## config.mk

```make
export PLATFORM = sky130hd
export DESIGN_NAME = bba_ctrl_flat
export DESIGN_NICKNAME = d
export VERILOG_FILES = /design/src/hw/rtl/bba_pkg.sv /design/src/hw/rtl/bba_req_if.sv /design/src/hw/rtl/bba_rsp_if.sv /design/src/hw/rtl/bba_cfg_if.sv /design/src/hw/rtl/bba_ctrl.sv /design/src/flat_wrapper.sv
export SDC_FILE = /design/constraint.sdc
export NUM_CORES = 1
export LEC_CHECK = 0
export ABC_AREA = 1
export ABC_CLOCK_PERIOD_IN_PS = 5300
export BUFFER_PORTS_ARGS = -buffer_cell sky130_fd_sc_hd__buf_4
export CAP_MARGIN = 0
export CORE_UTILIZATION = 50
export CTS_CLUSTER_DIAMETER = 120
export DETAILED_ROUTE_END_ITERATION = 7
export PLACE_DENSITY = 0.69
export SETUP_SLACK_MARGIN = 0.4
export SLEW_MARGIN = 10
export SYNTH_ARGS = -nofsm -noshare
export SYNTH_HDL_FRONTEND = slang
export SYNTH_SLANG_ARGS = --single-unit
export TNS_END_PERCENT = 30
```

## constraint.sdc

```tcl
create_clock -name clk -period 5.3 [get_ports clk]
set_clock_uncertainty 0.1 [all_clocks]
set_input_delay 1.06 -clock clk [delete_from_list [all_inputs] [get_ports clk]]
set_output_delay 1.06 -clock clk [all_outputs]
set_load 0.1 [all_outputs]
```

## src/hw/rtl/bba_pkg.sv

```systemverilog
`timescale 1ns / 1ps
// ----------------------------------------------------------------------------
// Buddy block allocator package
// Store geometry, node encoding, operation codes and the node memory port.
// ----------------------------------------------------------------------------
package bba_pkg;

    localparam int LEAF_BLOCKS = 1024;
    localparam int ROOT_LEVEL  = $clog2(LEAF_BLOCKS);
    localparam int NODES       = (2 ** (ROOT_LEVEL + 1)) - 1;
    localparam int IDX_W       = ROOT_LEVEL + 1;
    localparam int LVL_W       = $clog2(ROOT_LEVEL + 2);
    localparam int BLK_W       = ROOT_LEVEL;

    localparam int BYTES_W     = 32;
    localparam int CFG_W       = 5;
    localparam logic [CFG_W-1:0] BLOCK_LOG2_RESET = 5'd12;

    localparam logic MODE_ALLOC = 1'b0;
    localparam logic MODE_FREE  = 1'b1;

    typedef logic [IDX_W-1:0] idx_t;
    typedef logic [LVL_W-1:0] lvl_t;
    typedef logic [BLK_W-1:0] blk_t;

    // node value is stored as (log2 of largest free run) + 1; 0 marks allocated
    localparam lvl_t ENC_ALLOC = '0;

    typedef struct packed {
        logic we;
        idx_t waddr;
        lvl_t wdata;
        idx_t raddr_a;
        idx_t raddr_b;
    } mem_req_t;

endpackage

```

## src/hw/rtl/bba_req_if.sv

```systemverilog
`timescale 1ns / 1ps
// ----------------------------------------------------------------------------
// Buddy block allocator request channel
// Valid/ready channel carrying one allocate or free request.
// ----------------------------------------------------------------------------
interface bba_req_if;
    logic                       valid;
    logic                       ready;
    logic                       mode;
    logic [bba_pkg::BYTES_W-1:0] request_bytes;
    logic [bba_pkg::BYTES_W-1:0] offset_bytes;

    modport source (output valid, mode, request_bytes, offset_bytes, input ready);
    modport sink   (input valid, mode, request_bytes, offset_bytes, output ready);
endinterface

```

## src/hw/rtl/bba_rsp_if.sv

```systemverilog
`timescale 1ns / 1ps
// ----------------------------------------------------------------------------
// Buddy block allocator result channel
// Valid/ready channel carrying one result per request.
// ----------------------------------------------------------------------------
interface bba_rsp_if;
    logic                       valid;
    logic                       ready;
    logic                       success;
    logic [bba_pkg::BYTES_W-1:0] address;

    modport source (output valid, success, address, input ready);
    modport sink   (input valid, success, address, output ready);
endinterface

```

## src/hw/rtl/bba_cfg_if.sv

```systemverilog
`timescale 1ns / 1ps
// ----------------------------------------------------------------------------
// Buddy block allocator configuration channel
// Valid/ready write channel for the block size register.
// ----------------------------------------------------------------------------
interface bba_cfg_if;
    logic                     valid;
    logic                     ready;
    logic [bba_pkg::CFG_W-1:0] data;

    modport source (output valid, data, input ready);
    modport sink   (input valid, data, output ready);
endinterface

```

## src/hw/rtl/bba_ctrl.sv

```systemverilog
`timescale 1ns / 1ps
// ----------------------------------------------------------------------------
// Buddy block allocator control
// Clearing pass, request sizing, tree descent and ancestor update sequencer.
// ----------------------------------------------------------------------------
module bba_ctrl
(
    input  logic              clk,
    input  logic              rst_n,
    bba_req_if.sink           req,
    bba_rsp_if.source         rsp,
    bba_cfg_if.sink           cfg,
    output bba_pkg::mem_req_t mem_req,
    input  bba_pkg::lvl_t     rdata_a,
    input  bba_pkg::lvl_t     rdata_b
);

    localparam int CNT_W = bba_pkg::BYTES_W + 1;

    typedef enum logic [3:0] {
        ST_CLEAR,
        ST_IDLE,
        ST_PREP,
        ST_SIZE,
        ST_ACHK,
        ST_ADESC,
        ST_FDESC,
        ST_MARK,
        ST_ASC,
        ST_DONE
    } state_t;

    state_t                       state_reg, state_next;
    logic [bba_pkg::CFG_W-1:0]    log2_reg, log2_next;
    logic                         mode_reg, mode_next;
    logic [bba_pkg::BYTES_W-1:0]  req_bytes_reg, req_bytes_next;
    logic [bba_pkg::BYTES_W-1:0]  off_bytes_reg, off_bytes_next;
    logic [CNT_W-1:0]             blocks_reg, blocks_next;
    bba_pkg::blk_t                off_reg, off_next;
    logic                         off_big_reg, off_big_next;
    bba_pkg::lvl_t                p_reg, p_next;
    bba_pkg::idx_t                idx_reg, idx_next;
    bba_pkg::lvl_t                lvl_reg, lvl_next;
    bba_pkg::blk_t                blk_reg, blk_next;
    bba_pkg::lvl_t                cur_reg, cur_next;
    logic                         merge_reg, merge_next;
    logic                         succ_reg, succ_next;
    logic [bba_pkg::BYTES_W-1:0]  addr_reg, addr_next;
    logic                         rsp_valid_reg, rsp_valid_next;
    logic                         rsp_success_reg, rsp_success_next;
    logic [bba_pkg::BYTES_W-1:0]  rsp_address_reg, rsp_address_next;
    bba_pkg::idx_t                clr_idx_reg, clr_idx_next;
    bba_pkg::lvl_t                clr_lvl_reg, clr_lvl_next;

    bba_pkg::idx_t                lft;
    bba_pkg::idx_t                rgt;
    bba_pkg::idx_t                par;
    bba_pkg::lvl_t                lvl_m1;
    bba_pkg::blk_t                half;
    bba_pkg::idx_t                low_mask;
    logic                         off_low_zero;
    bba_pkg::blk_t                off_shr;
    logic [bba_pkg::BYTES_W-1:0]  byte_mask;
    logic [bba_pkg::BYTES_W-1:0]  off_full;
    logic [CNT_W-1:0]             blocks_nz;
    bba_pkg::blk_t                blocks_m1;
    bba_pkg::lvl_t                p_calc;
    logic [bba_pkg::IDX_W:0]      clr_t1;
    logic [bba_pkg::IDX_W:0]      clr_t2;
    bba_pkg::lvl_t                asc_val;
    logic                         asc_eq;

    function automatic bba_pkg::idx_t buddy_of(bba_pkg::idx_t n);
        buddy_of = n[0] ? (n + bba_pkg::IDX_W'(1)) : (n - bba_pkg::IDX_W'(1));
    endfunction

    function automatic bba_pkg::idx_t parent_of(bba_pkg::idx_t n);
        parent_of = (n - bba_pkg::IDX_W'(1)) >> 1;
    endfunction

    assign req.ready = (state_reg == ST_IDLE);
    assign cfg.ready = 1'b1;
    assign rsp.valid   = rsp_valid_reg;
    assign rsp.success = rsp_success_reg;
    assign rsp.address = rsp_address_reg;

    assign lft          = {idx_reg[bba_pkg::IDX_W-2:0], 1'b1};
    assign rgt          = lft + bba_pkg::IDX_W'(1);
    assign par          = parent_of(idx_reg);
    assign lvl_m1       = lvl_reg - bba_pkg::LVL_W'(1);
    assign half         = bba_pkg::BLK_W'(1) << lvl_m1;
    assign low_mask     = (bba_pkg::IDX_W'(1) << lvl_reg) - bba_pkg::IDX_W'(1);
    assign off_low_zero = (({1'b0, off_reg} & low_mask) == '0);
    assign off_shr      = off_reg >> lvl_m1;

    assign byte_mask = (bba_pkg::BYTES_W'(1) << log2_reg) - bba_pkg::BYTES_W'(1);
    assign off_full  = off_bytes_reg >> log2_reg;
    assign blocks_nz = (blocks_reg == '0) ? CNT_W'(1) : blocks_reg;
    assign blocks_m1 = bba_pkg::BLK_W'(blocks_nz - CNT_W'(1));

    always_comb
    begin
        p_calc = '0;
        for (int k = 0; k < bba_pkg::BLK_W; k++)
        begin
            if (blocks_m1[k])
            begin
                p_calc = bba_pkg::LVL_W'(k + 1);
            end
        end
    end

    assign clr_t1 = {1'b0, clr_idx_reg} + (bba_pkg::IDX_W + 1)'(1);
    assign clr_t2 = clr_t1 + (bba_pkg::IDX_W + 1)'(1);

    // merge while buddies match in a free, plain max once they stop and in an allocate
    assign asc_eq  = (rdata_a == cur_reg);
    assign asc_val = (merge_reg && asc_eq) ? (cur_reg + bba_pkg::LVL_W'(1))
                   : ((rdata_a > cur_reg) ? rdata_a : cur_reg);

    always_comb
    begin
        state_next       = state_reg;
        log2_next        = log2_reg;
        mode_next        = mode_reg;
        req_bytes_next   = req_bytes_reg;
        off_bytes_next   = off_bytes_reg;
        blocks_next      = blocks_reg;
        off_next         = off_reg;
        off_big_next     = off_big_reg;
        p_next           = p_reg;
        idx_next         = idx_reg;
        lvl_next         = lvl_reg;
        blk_next         = blk_reg;
        cur_next         = cur_reg;
        merge_next       = merge_reg;
        succ_next        = succ_reg;
        addr_next        = addr_reg;
        rsp_valid_next   = rsp_valid_reg && !rsp.ready;
        rsp_success_next = rsp_success_reg;
        rsp_address_next = rsp_address_reg;
        clr_idx_next     = clr_idx_reg;
        clr_lvl_next     = clr_lvl_reg;

        mem_req.we      = 1'b0;
        mem_req.waddr   = idx_reg;
        mem_req.wdata   = cur_reg;
        mem_req.raddr_a = '0;
        mem_req.raddr_b = '0;

        if (cfg.valid)
        begin
            log2_next = cfg.data;
        end

        unique case (state_reg)
            ST_CLEAR:
            begin
                mem_req.we    = 1'b1;
                mem_req.waddr = clr_idx_reg;
                mem_req.wdata = clr_lvl_reg + bba_pkg::LVL_W'(1);
                if (clr_idx_reg == bba_pkg::IDX_W'(bba_pkg::NODES - 1))
                begin
                    state_next = ST_IDLE;
                end
                else
                begin
                    clr_idx_next = clr_idx_reg + bba_pkg::IDX_W'(1);
                    if ((clr_t1 & clr_t2) == '0)
                    begin
                        clr_lvl_next = clr_lvl_reg - bba_pkg::LVL_W'(1);
                    end
                end
            end

            ST_IDLE:
            begin
                if (req.valid)
                begin
                    mode_next      = req.mode;
                    req_bytes_next = req.request_bytes;
                    off_bytes_next = req.offset_bytes;
                    state_next     = ST_PREP;
                end
            end

            ST_PREP:
            begin
                blocks_next  = {1'b0, req_bytes_reg >> log2_reg}
                             + CNT_W'(|(req_bytes_reg & byte_mask));
                off_next     = off_full[bba_pkg::BLK_W-1:0];
                off_big_next = |off_full[bba_pkg::BYTES_W-1:bba_pkg::BLK_W];
                idx_next     = '0;
                lvl_next     = bba_pkg::LVL_W'(bba_pkg::ROOT_LEVEL);
                blk_next     = '0;
                succ_next    = 1'b0;
                addr_next    = '0;
                state_next   = (mode_reg == bba_pkg::MODE_FREE) ? ST_FDESC : ST_SIZE;
            end

            ST_SIZE:
            begin
                p_next = p_calc;
                if (blocks_nz > (CNT_W'(1) << bba_pkg::ROOT_LEVEL))
                begin
                    state_next = ST_DONE;
                end
                else
                begin
                    state_next = ST_ACHK;
                end
            end

            ST_ACHK:
            begin
                if (rdata_a <= p_reg)
                begin
                    state_next = ST_DONE;
                end
                else
                begin
                    mem_req.raddr_a = lft;
                    mem_req.raddr_b = rgt;
                    state_next      = ST_ADESC;
                end
            end

            ST_ADESC:
            begin
                if ((rdata_a > p_reg) || (rdata_b > p_reg))
                begin
                    if (rdata_a > p_reg)
                    begin
                        idx_next = lft;
                    end
                    else
                    begin
                        idx_next = rgt;
                        blk_next = blk_reg + half;
                    end
                    lvl_next = lvl_m1;
                    if (lvl_m1 == '0)
                    begin
                        state_next = ST_MARK;
                    end
                    else
                    begin
                        mem_req.raddr_a = {idx_next[bba_pkg::IDX_W-2:0], 1'b1};
                        mem_req.raddr_b = {idx_next[bba_pkg::IDX_W-2:0], 1'b1}
                                        + bba_pkg::IDX_W'(1);
                    end
                end
                else
                begin
                    state_next = ST_MARK;
                end
                if (state_next == ST_MARK)
                begin
                    cur_next   = bba_pkg::ENC_ALLOC;
                    merge_next = 1'b0;
                    succ_next  = 1'b1;
                    addr_next  = bba_pkg::BYTES_W'(blk_next) << log2_reg;
                end
            end

            ST_FDESC:
            begin
                priority if (off_big_reg)
                begin
                    state_next = ST_DONE;
                end
                else if ((rdata_a == bba_pkg::ENC_ALLOC) && off_low_zero)
                begin
                    cur_next   = lvl_reg + bba_pkg::LVL_W'(1);
                    merge_next = 1'b1;
                    succ_next  = 1'b1;
                    state_next = ST_MARK;
                end
                else if (lvl_reg == '0)
                begin
                    state_next = ST_DONE;
                end
                else
                begin
                    idx_next        = off_shr[0] ? rgt : lft;
                    lvl_next        = lvl_m1;
                    mem_req.raddr_a = idx_next;
                end
            end

            ST_MARK:
            begin
                mem_req.we = 1'b1;
                if (idx_reg == '0)
                begin
                    state_next = ST_DONE;
                end
                else
                begin
                    mem_req.raddr_a = buddy_of(idx_reg);
                    state_next      = ST_ASC;
                end
            end

            ST_ASC:
            begin
                mem_req.we    = 1'b1;
                mem_req.waddr = par;
                mem_req.wdata = asc_val;
                cur_next      = asc_val;
                merge_next    = merge_reg && asc_eq;
                idx_next      = par;
                if (par == '0)
                begin
                    state_next = ST_DONE;
                end
                else
                begin
                    mem_req.raddr_a = buddy_of(par);
                end
            end

            ST_DONE:
            begin
                if (!rsp_valid_reg || rsp.ready)
                begin
                    rsp_valid_next   = 1'b1;
                    rsp_success_next = succ_reg;
                    rsp_address_next = addr_reg;
                    state_next       = ST_IDLE;
                end
            end

            default:
            begin
                state_next = ST_IDLE;
            end
        endcase
    end

    always_ff @(posedge clk or negedge rst_n)
    begin
        if (!rst_n)
        begin
            state_reg       <= ST_CLEAR;
            log2_reg        <= bba_pkg::BLOCK_LOG2_RESET;
            mode_reg        <= bba_pkg::MODE_ALLOC;
            req_bytes_reg   <= '0;
            off_bytes_reg   <= '0;
            blocks_reg      <= '0;
            off_reg         <= '0;
            off_big_reg     <= 1'b0;
            p_reg           <= '0;
            idx_reg         <= '0;
            lvl_reg         <= '0;
            blk_reg         <= '0;
            cur_reg         <= '0;
            merge_reg       <= 1'b0;
            succ_reg        <= 1'b0;
            addr_reg        <= '0;
            rsp_valid_reg   <= 1'b0;
            rsp_success_reg <= 1'b0;
            rsp_address_reg <= '0;
            clr_idx_reg     <= '0;
            clr_lvl_reg     <= bba_pkg::LVL_W'(bba_pkg::ROOT_LEVEL);
        end
        else
        begin
            state_reg       <= state_next;
            log2_reg        <= log2_next;
            mode_reg        <= mode_next;
            req_bytes_reg   <= req_bytes_next;
            off_bytes_reg   <= off_bytes_next;
            blocks_reg      <= blocks_next;
            off_reg         <= off_next;
            off_big_reg     <= off_big_next;
            p_reg           <= p_next;
            idx_reg         <= idx_next;
            lvl_reg         <= lvl_next;
            blk_reg         <= blk_next;
            cur_reg         <= cur_next;
            merge_reg       <= merge_next;
            succ_reg        <= succ_next;
            addr_reg        <= addr_next;
            rsp_valid_reg   <= rsp_valid_next;
            rsp_success_reg <= rsp_success_next;
            rsp_address_reg <= rsp_address_next;
            clr_idx_reg     <= clr_idx_next;
            clr_lvl_reg     <= clr_lvl_next;
        end
    end

    a_rsp_from_done: assert property (@(posedge clk) disable iff (!rst_n)
        $rose(rsp_valid_reg) |-> $past(state_reg == ST_DONE))
        else $error("result raised outside completion");

    a_alloc_aligned: assert property (@(posedge clk) disable iff (!rst_n)
        (state_reg == ST_MARK && mode_reg == bba_pkg::MODE_ALLOC)
        |-> (({1'b0, blk_reg} & low_mask) == '0))
        else $error("allocated block not aligned to its size");

    a_asc_no_clash: assert property (@(posedge clk) disable iff (!rst_n)
        (state_reg == ST_ASC && mem_req.waddr != '0)
        |-> (mem_req.raddr_a != mem_req.waddr))
        else $error("ascent reads the node it writes");

    a_no_req_busy: assert property (@(posedge clk) disable iff (!rst_n)
        (state_reg == ST_ASC) |=> (state_reg == ST_ASC || state_reg == ST_DONE))
        else $error("ascent left without completing");

endmodule

```

## src/flat_wrapper.sv

```systemverilog
// flat-port wrapper written by rule: the top's interface ports become plain ports
module bba_ctrl_flat 
  (clk, rst_n, mem_req, rdata_a, rdata_b, req_valid, req_mode, req_request_bytes, req_offset_bytes, req_ready, rsp_valid, rsp_success, rsp_address, rsp_ready, cfg_valid, cfg_data, cfg_ready);
  bba_req_if req_i ();
  bba_rsp_if rsp_i ();
  bba_cfg_if cfg_i ();
  input  logic clk;
  input  logic rst_n;
  output bba_pkg::mem_req_t mem_req;
  input  bba_pkg::lvl_t rdata_a;
  input  bba_pkg::lvl_t rdata_b;
  input wire logic [$bits(req_i.valid)-1:0] req_valid;
  input wire logic [$bits(req_i.mode)-1:0] req_mode;
  input wire logic [$bits(req_i.request_bytes)-1:0] req_request_bytes;
  input wire logic [$bits(req_i.offset_bytes)-1:0] req_offset_bytes;
  output wire logic [$bits(req_i.ready)-1:0] req_ready;
  output wire logic [$bits(rsp_i.valid)-1:0] rsp_valid;
  output wire logic [$bits(rsp_i.success)-1:0] rsp_success;
  output wire logic [$bits(rsp_i.address)-1:0] rsp_address;
  input wire logic [$bits(rsp_i.ready)-1:0] rsp_ready;
  input wire logic [$bits(cfg_i.valid)-1:0] cfg_valid;
  input wire logic [$bits(cfg_i.data)-1:0] cfg_data;
  output wire logic [$bits(cfg_i.ready)-1:0] cfg_ready;
  assign req_i.valid = req_valid;
  assign req_i.mode = req_mode;
  assign req_i.request_bytes = req_request_bytes;
  assign req_i.offset_bytes = req_offset_bytes;
  assign req_ready = req_i.ready;
  assign rsp_valid = rsp_i.valid;
  assign rsp_success = rsp_i.success;
  assign rsp_address = rsp_i.address;
  assign rsp_i.ready = rsp_ready;
  assign cfg_i.valid = cfg_valid;
  assign cfg_i.data = cfg_data;
  assign cfg_ready = cfg_i.ready;
  bba_ctrl u_core (.clk(clk), .rst_n(rst_n), .req(req_i), .rsp(rsp_i), .cfg(cfg_i), .mem_req(mem_req), .rdata_a(rdata_a), .rdata_b(rdata_b));
endmodule
```

==> run summary, run 1 <==
max reg flops: 33
Seq cells post-synth: 234
RSZ-0062 raised after global routing: true
Synth cell types: 62
MaxCap Viol Count: 0
Slew Limit Headroom: 36.3%
Nets: 3,187
Num CTS Buffers: 28
Via Count: 20,900
post-synthesis compound-gate area fraction: 11.9%
critical path endpoint category: output pin
die width: 199 um
fraction of layout cells with a size suffix above 1: 14.3%
ys flop type: dfrtp_1
antenna-violating nets left: 0
Finished Layout Cells: 3,575
Hold WC Path Type: reg -> reg
Synth Area in Adders: 4.00%
post-synthesis mux area share: 4.29%
Crit path top cell by count: nand2_1
Post-Place Setup Slack: 0.445 ns
Net Count, Synth: 3,095
dominant cells by area after synthesis: dfrtp_1, nand2_1, nand3_1
sequential fraction of the synthesis area: 30.1%
Slew Viols, Final: 0
status: finished clean
VDD IR-drop max: 0.420 mV
crit share post-route: 90.8%
Buffers on Ports: 154
Levels on crit path: 18
Arrival @ worst endpoint: 3.65 ns
detailed router's first-iteration violation count: 1,933
CTS Sinks: 234
list of most frequent post-synthesis cells: nand2_1, nand3_1, inv_1, dfrtp_1, nor2_1
Die ar.: 0.0397 sq mm
main combinational cell family by area after synthesis: simple AND/OR/NAND/NOR gates
pwr dens: 625 mW/mm^2
Fin Setup TNS: 0 ns
HPWL after detailed placement: 49.0 mm
worst slew pin tran: 0.956 ns
Reg2Reg Setup Slack: 0.82 ns
Syn Inst Count: 2,951
Critical Path End: mem_req[9]
Initial Utilization: 51.2%
largest net degree at the start of global routing: 106
Die Span Y: 199 um
n_diodes: 0
DR pass1 iterations: 8
Leak Pwr: 10.9 nW
critical path's top delay family: simple AND/OR/NAND/NOR gates
Synth Area in XOR/XNOR: 2.07%
Tot GR Track Use: 32.0%
DRC: 0
data required time of the worst path: 4.14 ns
Setup crit start: rdata_a[3]
Worst path slowest cell: ha_1
Final Hold Violating Endpoints: 0
fin worst setup slack: 0.487 ns
H-tree depth: 1
Synth area leader: dfrtp_1
vias in the first global route: 18,600
IO Count: 157
Rows: 71
reg2reg path depth: 26
min Tclk post-route: 4.81 ns
max incr delay on CP: 0.29 ns
Reg2Reg Launch Point: u_core.log2_reg[3]$_DFFE_PN1P_
CP Cell Sequence: buf_4, ha_1, nand2_1, inv_1, nand2_1, a21oi_2, buf_4, nand2_1, o21ai_1, nand2_1, nor2_1, nand2_1, nor2_2, nand3_1, o21ai_0, nand2_1, o21ai_2, buf_8
Area growth, synth to finish: 13.3%
Placed Cells incl. Taps: 3,516
Setup CP Type: in -> out
clock buffer depth: 3
WP buf/inv: 4
clk slew on worst S/H paths: 0.06 ns
number of synthesized flops with an enable pin: 0
mapped cell area: 0.0194 sq mm
critical path launch point type: input pin
Root Buffer: clkbuf_16
wire per inst: 18.0 um
Final setup viols: 0
Core Region: 0.0379 sq mm
count leader, synth: nand2_1
Post-Synth Simple-Gate Area: 38.6%
final WL: 64.2 mm
fmax: 208 MHz
Worst-Skew Late Latency: 0.57 ns
R2R Path End: u_core.blocks_reg[28]$_DFFE_PN0P_
antenna violations before repair: 0
asr flop ratio synth: 100%
grt ovf: 0
top cell type's share of synthesized area: 29.6%
synthesized area per cell: 6.59 sq um
Placer Congestion: 1.03
crit path max fanout: 14
CTS tree: done
synth warn: 0
Avg Vias per Cell: 5.83
first-pass GRT wire length: 101 mm
==> worst min-delay path: cells and delay by family, from the launching register on <==
| family | cells | cell delay, ns |
|---|---|---|
| DFF | 1 | 0.33 |
| and+or+nand+nor | 2 | 0.10 |
==> layout make-up <==
cell class,count,area (sq um)
clock buffer,41,810
clock inverter,10,168
fill,3733,15900
inverter,276,1050
multi-input combinational,2306,12000
sequential,234,5870
tap,511,639
timing repair buffer,197,1510
==> per-layer routing <==
| layer | vias to the layer above | global-route usage (%) | routed length [um] |
|---|---|---|---|
| met5 | - | 0 | 0 |
| met4 | 0 | 7.09 | 1400 |
| met3 | 112 | 4.49 | 5840 |
| met2 | 993 | 46.8 | 26600 |
| met1 | 9779 | 49.3 | 30300 |
| li1 | 9974 | - | - |
==> power breakdown <==
group	internal (mW)	total, mW	switching (mW)
Clock	1.25	2.04	0.786
Combinational	2.55	8.55	6.00
Sequential	2.48	3.18	0.702
==> worst min-delay path by stage <==
stage / startpoint / end / slack (ns) / cells after the start
2_1_floorplan: u_core.blocks_reg[20]$_DFFE_PN0P_ / u_core.blocks_reg[20]$_DFFE_PN0P_ / 0.34 / 2
3_3_place_gp: u_core.blocks_reg[19]$_DFFE_PN0P_ / u_core.blocks_reg[19]$_DFFE_PN0P_ / 0.36 / 2
3_5_place_dp: u_core.blocks_reg[20]$_DFFE_PN0P_ / u_core.blocks_reg[20]$_DFFE_PN0P_ / 0.36 / 2
4_1_cts: u_core.blocks_reg[20]$_DFFE_PN0P_ / u_core.blocks_reg[20]$_DFFE_PN0P_ / 0.38 / 2
5_1_grt: u_core.blocks_reg[31]$_DFFE_PN0P_ / u_core.blocks_reg[31]$_DFFE_PN0P_ / 0.40 / 2
6_report: u_core.blocks_reg[20]$_DFFE_PN0P_ / u_core.blocks_reg[20]$_DFFE_PN0P_ / 0.37 / 2
==> layout by cell type, fill, tap and decap left out, types with 6 or more instances in the layout <==
master     synthesis  routed
nand3b_1          13      13
a21oi_1           71      68
a211oi_1           6       6
dfrtp_1          230     225
nor2_1           223     221
a31oi_1           15      15
nand3_1          390     389
o211ai_1          26      26
nor4_1             8       8
nor2_4            11      11
nand4_1           64      64
clkbuf_8           0       6
and2_1             6       6
o21ai_1           24      29
xnor2_1           13      13
clkbuf_16          0      28
or2_2              8       8
mux2_2            74      74
buf_4             14     190
o221ai_1          12      12
clkbuf_1          46       7
o21ai_0          199     191
inv_2             12      14
ha_1              59      56
xor2_1            33      30
o22ai_1           20      20
nor3_1            36      32
nand2_1          906     903
inv_1            257     254
nand2_2           22      24
nor2_2            18      20
nand3_2            6       7
==> cell families (layout without fill, tap and decap cells) <==
kind of cell	Yosys count	in the layout
XOR/XNOR	46	46
multiplexers	74	74
AND/OR/NAND/NOR	1717	1717
adder cells (fa/ha/maj)	61	61
flip-flops	234	234
other	2	2
buffers and inverters	411	524
AO/OA/AOI/OAI	406	406
==> per-stage QoR <==
step | hold slack (ns) | power (mW) | area, sq um | utilization [%]
floorplan | 0.341 | 9.11 | 19400 | -
CTS | 0.376 | 13.4 | 21900 | 57.6
finish | 0.371 | 13.8 | 22000 | 58.1
global placement | 0.362 | 11.2 | 20800 | 54.9
detailed placement | 0.359 | 11.3 | 20800 | 54.9
global route | 0.399 | 14.7 | 22000 | 58.1
==> repair_timing <==
| item | 4_1_cts | 5_1_grt |
|---|---|---|
| hold buffers | 0 | 0 |
| pin swaps | 0 | 1 |
| resized for setup | 8 | 31 |
| buffers inserted | 3 | 5 |
| endpoints found under the setup margin | 8 | 17 |
Power figures use the tool's default switching activity.
==> run 2, diff against run 1 <==
--- a/config.mk
+++ b/config.mk
@@ -5,7 +5,6 @@
 export SDC_FILE = /design/constraint.sdc
 export NUM_CORES = 1
 export LEC_CHECK = 0
-export ABC_AREA = 1
 export ABC_CLOCK_PERIOD_IN_PS = 5300
 export BUFFER_PORTS_ARGS = -buffer_cell sky130_fd_sc_hd__buf_4
 export CAP_MARGIN = 0
==> run summary, run 2 <==
status: complete, but fails checks (was finished clean)
failing checks: design-rule violations
Final Hold Violating Endpoints: 0 (unchanged)
crit share post-route: 92.1% (was 90.8%)
Arrival @ worst endpoint: 3.72 ns (was 3.65 ns)
Syn Inst Count: 2,150 (was 2,951)
Via Count: 17,700 (was 20,900)
critical path endpoint category: output pin (unchanged)
DRC: 37 (was 0)
Net Count, Synth: 2,294 (was 3,095)
Placer Congestion: 1.01 (was 1.03)
Finished Core Util: 59.0% (was 58.1%)
Placed Cells incl. Taps: 2,724 (was 3,516)
mapped cell area: 0.0194 sq mm (about the same)
fmax: 205 MHz (was 208 MHz)
largest net degree at the start of global routing: 106 (unchanged)
most frequent cells in the layout: nand2_1, buf_4, dfrtp_1 (was nand2_1, nand3_1, inv_1)
final hold slack: 0.388 ns (was 0.371 ns)
Core Region: 0.0379 sq mm (unchanged)
Num CTS Buffers: 28 (unchanged)
main combinational cell family by area after synthesis: compound AO/OA/AOI/OAI gates (was simple AND/OR/NAND/NOR gates)
H-tree depth: 1 (unchanged)
Root Buffer: clkbuf_16 (unchanged)
clock buffer depth: 3 (unchanged)
detailed router's first-iteration violation count: 2,214 (was 1,933)
worst slew pin tran: 0.896 ns (was 0.956 ns)
Finished Layout Cells: 2,784 (was 3,575)
Setup CP Type: in -> out (unchanged)
sequential share of power: 41.4% (was 23.1%)
Hold WC Path Type: reg -> reg (unchanged)
pwr dens: 195 mW/mm^2 (was 625 mW/mm^2)
dominant cells by area after synthesis: dfrtp_1, mux2_2, mux4_2 (was dfrtp_1, nand2_1, nand3_1)
Buffers on Ports: 154 (unchanged)
fin worst setup slack: 0.419 ns (was 0.487 ns)
clk slew on worst S/H paths: 0.06 ns (about the same)
Synth area leader: dfrtp_1 (unchanged)
Rows: 71 (unchanged)
first-pass GRT wire length: 93.5 mm (was 101 mm)
total power: 4.36 mW (was 13.8 mW)
Slew Viols, Final: 0 (unchanged)
DR pass1 iterations: 8 (unchanged)
Nets: 2,396 (was 3,187)
post-synthesis compound-gate area fraction: 19.8% (was 11.9%)
crit path max fanout: 8 (was 14)
RSZ-0062 raised after global routing: true (unchanged)
Leak Pwr: 9.77 nW (was 10.9 nW)
Die ar.: 0.0395 sq mm (was 0.0397 sq mm)
critical path launch point type: input pin (unchanged)
asr flop ratio synth: 100% (unchanged)
post-synthesis mux area share: 18.4% (was 4.29%)
data required time of the worst path: 4.14 ns (about the same)
sequential fraction of the synthesis area: 30.3% (was 30.1%)
antenna violations before repair: 0 (unchanged)
max reg flops: 33 (unchanged)
Avg Vias per Cell: 6.37 (was 5.83)
Fin Setup TNS: 0 ns (unchanged)
Slew Limit Headroom: 39.5% (was 36.3%)
Post-Place Setup Slack: 0.146 ns (was 0.445 ns)
Final Cell Area: 0.0224 sq mm (was 0.0220 sq mm)
synthesized area per cell: 9.01 sq um (was 6.59 sq um)
Clk pwr share: 44.7% (was 14.8%)
vias in the first global route: 16,700 (was 18,600)
list of most frequent post-synthesis cells: nand2_1, dfrtp_1, nor2_1, o21ai_0, mux2_2 (was nand2_1, nand3_1, inv_1, dfrtp_1, nor2_1)
P_int: 3.17 mW (was 6.29 mW)
Synth cell types: 107 (was 62)
CTS Sinks: 234 (unchanged)
count leader, synth: nand2_1 (unchanged)
commonest non-fill, non-tap cell in the layout: nand2_1 (unchanged)
Post-Synth Simple-Gate Area: 17.6% (was 38.6%)
grt ovf: 0 (unchanged)
fill count: 3,366 (was 3,733)
Tot GR Track Use: 29.9% (was 32.0%)
Multi-input gate area: 0.0128 sq mm (was 0.0120 sq mm)
n_diodes: 0 (unchanged)
switching pwr: 1.19 mW (was 7.49 mW)
Synth Area in Adders: 4.02% (was 4.00%)
top cell type's share of synthesized area: 29.7% (was 29.6%)
Area growth, synth to finish: 15.5% (was 13.3%)
Initial Utilization: 51.1% (was 51.2%)
synth warn: 0 (unchanged)
HPWL after detailed placement: 44.0 mm (was 49.0 mm)
wire per inst: 21.5 um (was 18.0 um)
min Tclk post-route: 4.88 ns (was 4.81 ns)
Combinational Power Share: 13.9% (was 62.1%)
Synth Area in XOR/XNOR: 4.70% (was 2.07%)
Seq cells post-synth: 234 (unchanged)
MaxCap Viol Count: 0 (unchanged)
Die Span Y: 199 um (about the same)
VDD IR-drop max: 0.242 mV (was 0.420 mV)
IO Count: 157 (unchanged)
Sw Ratio: 27.3% (was 54.4%)
antenna-violating nets left: 0 (unchanged)
fraction of layout cells with a size suffix above 1: 25.5% (was 14.3%)
FF/Latch Area: 0.00588 sq mm (was 0.00587 sq mm)
CTS tree: done (unchanged)
Final setup viols: 0 (unchanged)
placed cell areas: 0.0210 sq mm (was 0.0208 sq mm)
ys flop type: dfrtp_1 (unchanged)
final WL: 59.8 mm (was 64.2 mm)
Worst-Skew Late Latency: 0.59 ns (was 0.57 ns)
number of synthesized flops with an enable pin: 0 (unchanged)
die width: 199 um (about the same)
run 2: cell count changes after synthesis, sizes merged, moves of 54 or more:
cell	change
clkbuf	+54
inv	-211
mux2i	+65
mux4	+66
nand2	-661
nand3	-348
nor2	-88
o21ai	-57
xnor2	+54
run 2: layer usage:
layer  track usage, %  routed length [um]
met2             46.5               26800
met5                0                   0
met3             5.32                5060
met4             9.91                1990
met1             42.1               26000
run 2: layout make-up:
cell class | count | share of cell area (%)
well taps | 511 | 2.86
clock buffers | 38 | 3.57
multi-input cells | 1689 | 57.2
flip-flops and latches | 234 | 26.3
clock inverters | 13 | 0.694
inverters | 61 | 1.02
repair buffers | 238 | 8.36
run 2: power by group through the flow:
stage               Clock [mW]  Sequential [mW]  Combinational, mW
floorplan                    0             1.83              0.405
global placement             0             1.84              0.584
detailed placement           0             1.84              0.589
CTS                       1.99             1.81              0.594
global route              2.06             1.81              0.646
finish                    1.95             1.81              0.604
run 2: kinds of logic (layout without fill, tap and decap cells):
kind of cell	Yosys count	count (layout)
and+or+nand+nor	703	703
DFF	234	234
muxes	254	254
adders and majority gates	61	61
other	2	2
xor gates and xnor gates	104	104
AOI/OAI and AO/OA	565	565
buffers and inverters	227	350
run 2: worst paths after layout:
check,start,to,slack [ns],cells past startpoint
setup reg to reg,u_core.log2_reg[2]$_DFFE_PN1P_,u_core.blocks_reg[30]$_DFFE_PN0P_,0.67,14
hold reg to reg,u_core.addr_reg[15]$_DFFE_PN0P_,u_core.addr_reg[15]$_DFFE_PN0P_,0.39,2
hold / removal,u_core.addr_reg[15]$_DFFE_PN0P_,u_core.addr_reg[15]$_DFFE_PN0P_,0.39,2
max in group asynchronous,rst_n,u_core.lvl_reg[1]$_DFFE_PN0P_,3.49,2
min in group asynchronous,rst_n,u_core.addr_reg[19]$_DFFE_PN0P_,0.44,1
setup / recovery,rdata_a[1],mem_req[7],0.42,13
run 2: timing repair:
action / CTS / global route
endpoints found under the setup margin: 9 / 23
hold buffers: 0 / 0
pin swaps: 2 / 12
buffers inserted: 1 / 8
gates resized for setup: 20 / 49
run 2: worst max-delay path, cell delays in order:
cell and delay [ns]:
buf_4 0.13, ha_1 0.30, nor2b_1 0.14, o211a_1 0.23
o21ai_4 0.23, inv_2 0.10, buf_6 0.16, mux2i_4 0.18
o211ai_1 0.15, or3_4 0.38, xnor2_1 0.14, o22ai_1 0.19
buf_4 0.33
